<file path="src/rtl/dcm_pkg.sv">
// Shared types and constants for the DCM renormalization block.
// No dependencies; used by the front, the queue, the back and the top level.
package dcm_pkg;

  // depth of the word queue between the front and back pipelines
  localparam int QUEUE_DEPTH = 4;
  localparam int QPTR_W      = $clog2(QUEUE_DEPTH);

  // queue occupancy status seen by both pipelines
  typedef struct packed {
    logic full;
    logic empty;
  } q_status_t;

endpackage

</file>
<file path="src/rtl/dcm_queue.sv">
// Short register queue decoupling the front and back pipelines.
// Depends on dcm_pkg for depth and status type.
module dcm_queue #(
  parameter int DW = 144
) (
  input  logic               clk_i,
  input  logic               rst_ni,
  input  logic               push_i,
  input  logic [DW-1:0]      data_i,
  input  logic               pop_i,
  output logic [DW-1:0]      data_o,
  output dcm_pkg::q_status_t status_o
);
  import dcm_pkg::*;

  logic [DW-1:0]     mem_q [QUEUE_DEPTH];
  logic [QPTR_W-1:0] wr_q, rd_q;
  logic [QPTR_W:0]   cnt_q;

  assign status_o.full  = (cnt_q == (QPTR_W + 1)'(QUEUE_DEPTH));
  assign status_o.empty = (cnt_q == '0);
  assign data_o         = mem_q[rd_q];

  always_ff @(posedge clk_i or negedge rst_ni) begin
    if (!rst_ni) begin
      wr_q  <= '0;
      rd_q  <= '0;
      cnt_q <= '0;
    end else begin
      if (push_i) wr_q <= wr_q + 1'b1;
      if (pop_i)  rd_q <= rd_q + 1'b1;
      unique case ({push_i, pop_i})
        2'b10:   cnt_q <= cnt_q + 1'b1;
        2'b01:   cnt_q <= cnt_q - 1'b1;
        default: cnt_q <= cnt_q;
      endcase
    end
  end

  always_ff @(posedge clk_i) begin
    if (push_i) mem_q[wr_q] <= data_i;
  end

  a_no_overflow: assert property (@(posedge clk_i) disable iff (!rst_ni)
    push_i |-> !status_o.full) else $error("queue push while full");
  a_no_underflow: assert property (@(posedge clk_i) disable iff (!rst_ni)
    pop_i |-> !status_o.empty) else $error("queue pop while empty");
  a_cnt_bound: assert property (@(posedge clk_i) disable iff (!rst_ni)
    cnt_q <= (QPTR_W + 1)'(QUEUE_DEPTH)) else $error("queue count out of range");
  a_cnt_inc: assert property (@(posedge clk_i) disable iff (!rst_ni)
    (push_i && !pop_i) |=> (cnt_q == $past(cnt_q) + 1'b1)) else $error("queue count slip");

endmodule

</file>
<file path="config.mk">
export PLATFORM = sky130hd
export DESIGN_NAME = dcm_queue
export DESIGN_NICKNAME = d
export VERILOG_FILES = /design/src/rtl/dcm_pkg.sv /design/src/rtl/dcm_queue.sv
export SDC_FILE = /design/constraint.sdc
export NUM_CORES = 1
export LEC_CHECK = 0
export ABC_AREA = 1
export BUFFER_PORTS_ARGS = -buffer_cell sky130_fd_sc_hd__buf_4
export CORE_MARGIN = 2
export CORE_UTILIZATION = 52
export DETAILED_ROUTE_END_ITERATION = 16
export GPL_TIMING_DRIVEN = 0
export PLACE_DENSITY_LB_ADDON = 0.15
export SYNTH_ARGS = -nofsm -noshare
export SYNTH_HDL_FRONTEND = slang
export SYNTH_SLANG_ARGS = --single-unit
</file>
<file path="constraint.sdc">
create_clock -name clk_i -period 4 [get_ports clk_i]
set_clock_uncertainty 0.2 [all_clocks]
set_input_delay 0.6 -clock clk_i [delete_from_list [all_inputs] [get_ports clk_i]]
set_output_delay 0.6 -clock clk_i [all_outputs]
set_load 0.01 [all_outputs]
</file>
==> results of run 1 <==
[Yosys cell counts (2+ instances only)]
cell / number
edfxtp_1: 576
nand2_1: 443
inv_1: 301
o211ai_1: 288
buf_2: 66
clkbuf_1: 16
dfrtp_1: 7
buf_6: 6
ha_1: 5
buf_1: 4
buf_4: 4
xor2_1: 3
nor3_1: 2
o21ai_0: 2
[final cells by class]
class,instances,area [sq um]
clock inverter,32,254
buffer,96,503
tap,592,741
timing repair buffer,456,4020
clock buffer,75,1580
sequential,583,17500
multi-input combinational,747,3970
fill,3166,14300
inverter,302,1150
antenna,2,5.00
[registers in the layout, summed over array words and instances (netlist names)]
signal and count:
mem_q 576, wr_q 2, rd_q 2, cnt_q 3
[placed cells by master (no fill, tap or decap)]
master / count
dfrtp_1: 7
o21ai_0: 2
o211ai_1: 288
edfxtp_1: 576
clkbuf_1: 28
buf_12: 17
nand3_1: 1
clkinvlp_4: 6
bufinv_16: 4
nand4_1: 1
buf_16: 1
buf_2: 66
clkinv_1: 15
clkinv_4: 1
dlygate4sd3_1: 146
nand2_1: 443
nor3_1: 2
fa_1: 1
clkbuf_8: 4
buf_1: 4
buf_4: 296
inv_1: 297
clkinv_2: 9
clkbuf_16: 59
diode_2: 2
ha_1: 5
xnor2_1: 1
inv_4: 1
buf_6: 6
inv_6: 1
xor2_1: 3
[per-stage QoR]
stage	std cells	total power, mW	utilization	hold WS [ps]	worst slack, ps
detailed placement	2630	16.8	0.600	220	1160
global placement	2612	16.6	0.591	221	-1600
floorplan	1728	12.7	-	104	398
CTS	2883	22.1	0.674	110	847
finish	2885	21.9	0.675	154	876
global route	2885	23.1	0.675	156	691
[worst max-delay path by stage]
stage                                  end  slack (ps)  depth (start not counted)
finish                          data_o[66]         880                          6
detailed placement  mem_q[0][90]$_DFFE_PP_        1160                          5
global route                    data_o[68]         690                          6
global placement    mem_q[0][87]$_DFFE_PP_       -1600                          3
floorplan            mem_q[3][0]$_DFFE_PP_         400                          3
CTS                             data_o[66]         850                          6
[power groups by stage]
stage               combinational, mW  clock (mW)  sequential [mW]
floorplan                        4.34           0             8.39
global placement                 8.11           0             8.52
detailed placement               8.42           0             8.34
CTS                              8.59        5.30             8.22
global route                     9.21        5.54             8.30
finish                           8.47        5.21             8.22
[critical path, cell delays in order (launching register included)]
cell      delay, ps
dfrtp_1         330
buf_2           350
clkbuf_1        480
nand2_1         120
o211ai_1        100
nand2_1         150
buf_4           180
[cell families (layout without fill, tap and decap cells)]
group                    Yosys count  count (layout)  synth area share
AO/OA/AOI/OAI                    290             290            0.0941
XOR/XNOR                           4               4           0.00152
adder cells (fa/ha/maj)            6               6           0.00358
buffers and inverters            398             961            0.0710
flip-flops                       583             583             0.757
other                              0               2                 0
AND/OR/NAND/NOR                  447             447            0.0730
[routing by layer]
metal  wire length, um  vias to the layer above
met2             28100                      430
met4              1110                        4
li1                  -                     7084
met3              3240                       85
met1             23300                     7289
met5                24                        -
==> key figures, run 1 <==
Logic synthesis
  – Area of the mapped netlist: 23,100 sq um
  – Flops & latches, synth: slightly below 600
  – Synthesized instance count: 1,728
  – Sequential fraction of the synthesis area: 0.757
  – Most area-consuming cells after synthesis: edfxtp_1 (75%), o211ai_1 (9.4%), nand2_1 (7.2%), inv_1 (4.9%), buf_2 (1.4%)
  – Cell accounting for the most synthesized area: edfxtp_1
  – Post-Syn Nets: 1,882
  – Fraction of synthesis flops using an asynchronous set or reset pin: 0.0120
  – Flip-flop cell with the highest count after synthesis: edfxtp_1
  – Top cell type's share of synthesized area: 0.749
  – Per-instance average area after synthesis: around 13 sq um
  – Count of different cell masters after synthesis: 19
  – Number of enable-type register cells in the synthesized netlist: between 500 and 600
  – Count of synthesis-stage warnings from yosys: 0

Layout
  – Area growth from synthesis to layout: 28.6%
  – Layout net count: 2,397
  – Ratio of cells with drive above 1 in the final layout: 0.206
  – Summed area of non-filler cells in the final layout: between 20,000 and 30,000 sq um

Detailed routing
  – Post-detailed-route via-to-cell ratio: just over 5
  – Remaining antenna violation count: 0
  – Drt first-iter violations: ~1,000
  – Detailed-route wire length: around 56,000 um
  – Drt pass-1 iters: 5
  – Post-route DRC violation count: 0
  – Total vias in the final route: ~15,000
  – Routed wire length per instance: between 15 and 20 um

Global route
  – Met3 track demand over resource in global routing: 0.0449
  – Total GRT Usage: 0.243
  – GR Overflow Total: 0
  – Via count of the first global-routing pass: about 15,000
  – Met1 layer usage reported by global route: 0.328
  – Peak-usage layer in the global routing report: met2
  – Initial antenna violation count: 4
  – First-pass GRT wire length: 85,600 um
  – Largest net degree at the start of global routing: 36
  – Met2 layer usage reported by global route: 0.410

Worst setup path
  – Reg2reg setup slack: roughly 1300 ps
  – Data arrival time of the critical path: between 2000 and 2500 ps
  – Worst setup path category: reg -> out
  – Setup crit end kind: output pin
  – Cell depth of the worst flop-to-flop path: 6
  – Startpoint of the worst register-to-register path: wr_q[0]$_DFFE_PN0P_
  – Worst r2r dst: mem_q[0][90]$_DFFE_PP_
  – Worst-path fanout max: 10
  – CP Launch Type: flop
  – Start point of the critical path: rd_q[0]$_DFFE_PN0P_
  – Critical path required time: about 3200 ps

Die
  – Initial Utilization: 0.524
  – Total die area: 46,100 sq um
  – Number of core rows: 77
  – Top Ports: slightly below 300
  – Std-Cell Core Area: about 44,000 sq um
  – Overall die height: between 200 and 250 um
  – Horizontal die dimension: roughly 210 um

STA
  – Worst Tran Pin Value: 841 ps
  – Final max-slew violation count: 0
  – Post-route minimum period: 3120 ps
  – Final Setup Violations: 0
  – Worst relative slew slack: 0.438
  – Fin crit share: 0.781
  – Unrepaired setup endpoints after global routing: false
  – Final Hold Violating Endpoints: 0
  – Post-Route Setup TNS: 0 ps
  – Timing-limited maximum frequency: 320 MHz

Clock network
  – Post-CTS Setup Inserts: 0
  – Clock Tree Buf Depth: 3
  – CTS tree: done
  – Number of resized instances in the post-cts repair step: 0
  – Insertion delay to the later sink of the worst-skew pair: roughly 600 ps
  – Cts-stage hold buffer count: 146
  – Clock Root Buffer: clkbuf_16
  – CTS sink count: 583
  – Total clock buffers created by CTS: 57
  – Clock-pin slew on the worst setup and hold paths: about 60 ps
  – CTS H-tree depth: 2

Power
  – Part of the total power dissipated in combinational logic: 0.387
  – Power Dens Cells: roughly 740 nW/um^2
  – Clock share of power: 0.238
  – Standby leakage power: about 12 nW
  – Internal power summed over all cells: around 14 mW
  – Worst vdd rail ir drop: ~490 uV
  – Net Sw Power: 7.69 mW
  – Switching share of power: 0.351
  – Power share of the sequential group: 0.375

Job
  – Max Cap Violations: 0

Run status
  – Result of the run: complete, no violations

Place
  – Buffers added on ports: approximately 290
  – RePlAce Congestion: a little under 0.8
  – Post-DP Area: around 26,000 sq um
  – Detailed placement HPWL: ~35,000 um

Hold path
  – Worst Hold Class: in -> async
No activity file was read; power rests on OpenSTA's default activity.
==> run 2: changes to the inputs <==
--- a/config.mk
+++ b/config.mk
@@ -8,7 +8,7 @@
 export ABC_AREA = 1
 export BUFFER_PORTS_ARGS = -buffer_cell sky130_fd_sc_hd__buf_4
 export CORE_MARGIN = 2
-export CORE_UTILIZATION = 52
+export CORE_UTILIZATION = 55
 export DETAILED_ROUTE_END_ITERATION = 16
 export GPL_TIMING_DRIVEN = 0
 export PLACE_DENSITY_LB_ADDON = 0.15
==> constraint.sdc (replaced) <==
create_clock -name clk_i -period 3.2 [get_ports clk_i]
set_clock_uncertainty 0.2 [all_clocks]
set_input_delay 0.48 -clock clk_i [delete_from_list [all_inputs] [get_ports clk_i]]
set_output_delay 0.48 -clock clk_i [all_outputs]
set_load 0.01 [all_outputs]
==> run 2 against run 1 <==
  * Sequential cell count is the same
  * Non-clock buffer count increased by 3
  * Routed wire length down 0.93%
  * Largest power group unchanged
  * Sequential power increased by 25%
  * Core utilization is 3.7 points higher
  * First-iteration DRC count rose by 8.4%
  * Clock power grew 20%
==> key figures, run 2 (same netlist as run 1, synthesis figures left out) <==
STA
  – Fin crit share: 0.941
  – Worst relative slew slack: 0.550 (was 0.438)
  – Final Setup Violations: 0 (unchanged)
  – Final Hold Violating Endpoints: 0 (unchanged)
  – Final max-slew violation count: 0 (unchanged)
  – Worst Tran Pin Value: 673 ps (was 841 ps)
  – Timing-limited maximum frequency: 332 MHz
  – Unrepaired setup endpoints after global routing: false (unchanged)
  – Post-route minimum period: 3010 ps

Clock network
  – Post-CTS Setup Inserts: 0 (unchanged)
  – Clock-pin slew on the worst setup and hold paths: 60 ps (about the same)
  – CTS sink count: 583 (unchanged)
  – Clock Tree Buf Depth: 3 (unchanged)
  – Insertion delay to the later sink of the worst-skew pair: 600 ps (about the same)
  – CTS H-tree depth: 2 (unchanged)
  – CTS tree: done (unchanged)
  – Clock Root Buffer: clkbuf_16 (unchanged)
  – Total clock buffers created by CTS: 56 (was 57)

Power
  – Standby leakage power: 11.9 nW (unchanged)
  – Worst vdd rail ir drop: 593 uV (was 491 uV)
  – Power Dens Cells: 918 nW/um^2 (was 737 nW/um^2)
  – Sum of internal, switching and leakage power: 27.2 mW (was 21.9 mW)

Job
  – Max Cap Violations: 0 (unchanged)

Detailed routing
  – Drt first-iter violations: 1,110 (was 1,024)
  – Post-route DRC violation count: 0 (unchanged)
  – Drt pass-1 iters: 5 (unchanged)
  – Total vias in the final route: 15,100 (was 14,900)
  – Remaining antenna violation count: 0 (unchanged)
  – Routed wire length per instance: 19.5 um (was 19.4 um)
  – Post-detailed-route via-to-cell ratio: 5.33 (was 5.16)
  – Detailed-route wire length: 55,300 um (was 55,800 um)

Global route
  – Initial antenna violation count: 7 (was 4)
  – GR Overflow Total: 0 (unchanged)
  – Via count of the first global-routing pass: 15,000 (about the same)
  – First-pass GRT wire length: 83,600 um (was 85,600 um)
  – Largest net degree at the start of global routing: 36 (unchanged)
  – Total GRT Usage: 0.253 (was 0.243)

Worst setup path
  – Largest incremental delay on the critical path: 480 ps (about the same)
  – Worst-path fanout max: 10 (unchanged)
  – Reg2reg setup slack: 600 ps (was 1340 ps)
  – Cell with the most instances on the worst path: nand2_1 (unchanged)
  – Data arrival time of the critical path: 2330 ps (was 2320 ps)
  – Start point of the critical path: rd_q[0]$_DFFE_PN0P_ (unchanged)
  – Cell depth of the worst flop-to-flop path: 7 (was 6)
  – Startpoint of the worst register-to-register path: wr_q[0]$_DFFE_PN0P_ (unchanged)
  – Critical path, cell by cell: buf_2, clkbuf_1, nand2_1, o211ai_1, nand2_1, buf_4 (unchanged)
  – Slowest cell on crit path: clkbuf_1 (unchanged)
  – Setup crit end kind: output pin (unchanged)
  – Critical path required time: 2520 ps (was 3200 ps)
  – CP Launch Type: flop (unchanged)
  – Capture point of the worst path: data_o[68] (was data_o[66])
  – Worst r2r dst: mem_q[0][81]$_DFFE_PP_ (was mem_q[0][90]$_DFFE_PP_)
  – Worst setup path category: reg -> out (unchanged)

Layout
  – Layout net count: 2,399 (was 2,397)
  – Fraction of the core area covered by cells at the end of the flow: 0.711 (was 0.675)
  – Commonest non-fill, non-tap cells in the layout: edfxtp_1 (576), nand2_1 (439), inv_1 (296), buf_4 (296), o211ai_1 (288) (was edfxtp_1 (576), nand2_1 (443), inv_1 (297))
  – Flip-flop count of the largest register after layout: 576 (unchanged)
  – Ratio of cells with drive above 1 in the final layout: 0.208 (was 0.206)
  – Largest registers: mem_q: 576 flops, cnt_q: 3 flops (unchanged)
  – Area growth from synthesis to layout: 28.4% (was 28.6%)
  – Area taken by flip-flops and latches: 17,500 sq um (unchanged)
  – Leading cell type in the layout, fill and taps excluded: edfxtp_1 (unchanged)
  – Area of combinational cells with multiple inputs: 4010 sq um (was 3970 sq um)
  – Top register by number of flip-flops: mem_q (unchanged)
  – Number of fill cells: 2,842 (was 3,166)

Die
  – Top Ports: 294 (unchanged)
  – Std-Cell Core Area: 41,700 sq um (was 44,000 sq um)
  – Overall die height: 209 um (was 215 um)
  – Number of core rows: 75 (was 77)
  – Horizontal die dimension: 209 um (was 215 um)
  – Total die area: 43,600 sq um (was 46,100 sq um)
  – Initial Utilization: 0.554 (was 0.524)

Run status
  – Result of the run: complete, no violations (unchanged)

Hold path
  – Worst Hold Class: in -> async (unchanged)

Place
  – Detailed placement HPWL: 33,800 um (was 34,600 um)
  – Buffers added on ports: 292 (unchanged)
  – RePlAce Congestion: 0.783 (was 0.791)
## run 2: how the worst min path moves through the flow
stage	depth (start not counted)	startpoint	endpoint
after detailed placement	1	rst_ni	cnt_q[0]$_DFFE_PN0P_
after CTS	2	rst_ni	wr_q[1]$_DFFE_PN0P_
after global placement	1	rst_ni	cnt_q[2]$_DFFE_PN0P_
final	2	rst_ni	rd_q[0]$_DFFE_PN0P_
after global routing	2	rst_ni	wr_q[0]$_DFFE_PN0P_
after floorplan	0	rst_ni	cnt_q[0]$_DFFE_PN0P_
## run 2: per-layer routing
| layer | wire length [um] | global-route usage | share of wire |
|---|---|---|---|
| met5 | 13 | 0 | 0.00024 |
| met4 | 1980 | 0.100 | 0.036 |
| met1 | 22300 | 0.329 | 0.40 |
| met3 | 3760 | 0.0454 | 0.068 |
| met2 | 27200 | 0.426 | 0.49 |
## run 2: critical path: cells and delay by family, from the launching register on
kind	cells	cell delay (ps)
and+or+nand+nor	2	260
DFF	1	340
AOI/OAI and AO/OA	1	110
buffers and inverters	3	1010
## run 2: what timing repair did
item                       4_1_cts  5_1_grt
hold endpoints to repair       587        0
setup endpoints to repair        0        0
gates resized for setup          0        0
hold buffers                   147        0
## run 2: where the power goes
group	total, mW	internal (mW)	switching [mW]
Sequential	10.3	9.96	0.310
Combinational	10.7	4.09	6.61
Clock	6.23	3.56	2.68
## run 2: through the flow
| step | worst slack (ps) | instance area [sq um] | std cells | hold slack [ps] | setup TNS, ps |
|---|---|---|---|---|---|
| 2_1_floorplan | -208 | 23200 | 1728 | -15.6 | -116880 |
| 3_3_place_gp | -2110 | 26000 | 2559 | 102 | -1187450 |
| 3_5_place_dp | 602 | 26400 | 2579 | 105 | 0 |
| 4_1_cts | 155 | 29600 | 2825 | 1.75 | 0 |
| 5_1_grt | 29.9 | 29600 | 2830 | 26.3 | 0 |
| 6_report | 190 | 29600 | 2831 | 36.6 | 0 |
## run 2: final cells by class
class / count / area share
Clock buffer: 70 / 0.0498
Buffer: 96 / 0.0177
Sequential cell: 583 / 0.590
Timing Repair Buffer: 459 / 0.138
Tap cell: 539 / 0.0228
Clock inverter: 29 / 0.00781
Inverter: 302 / 0.0388
Multi-Input combinational cell: 747 / 0.135
Antenna cell: 6 / 0.000507
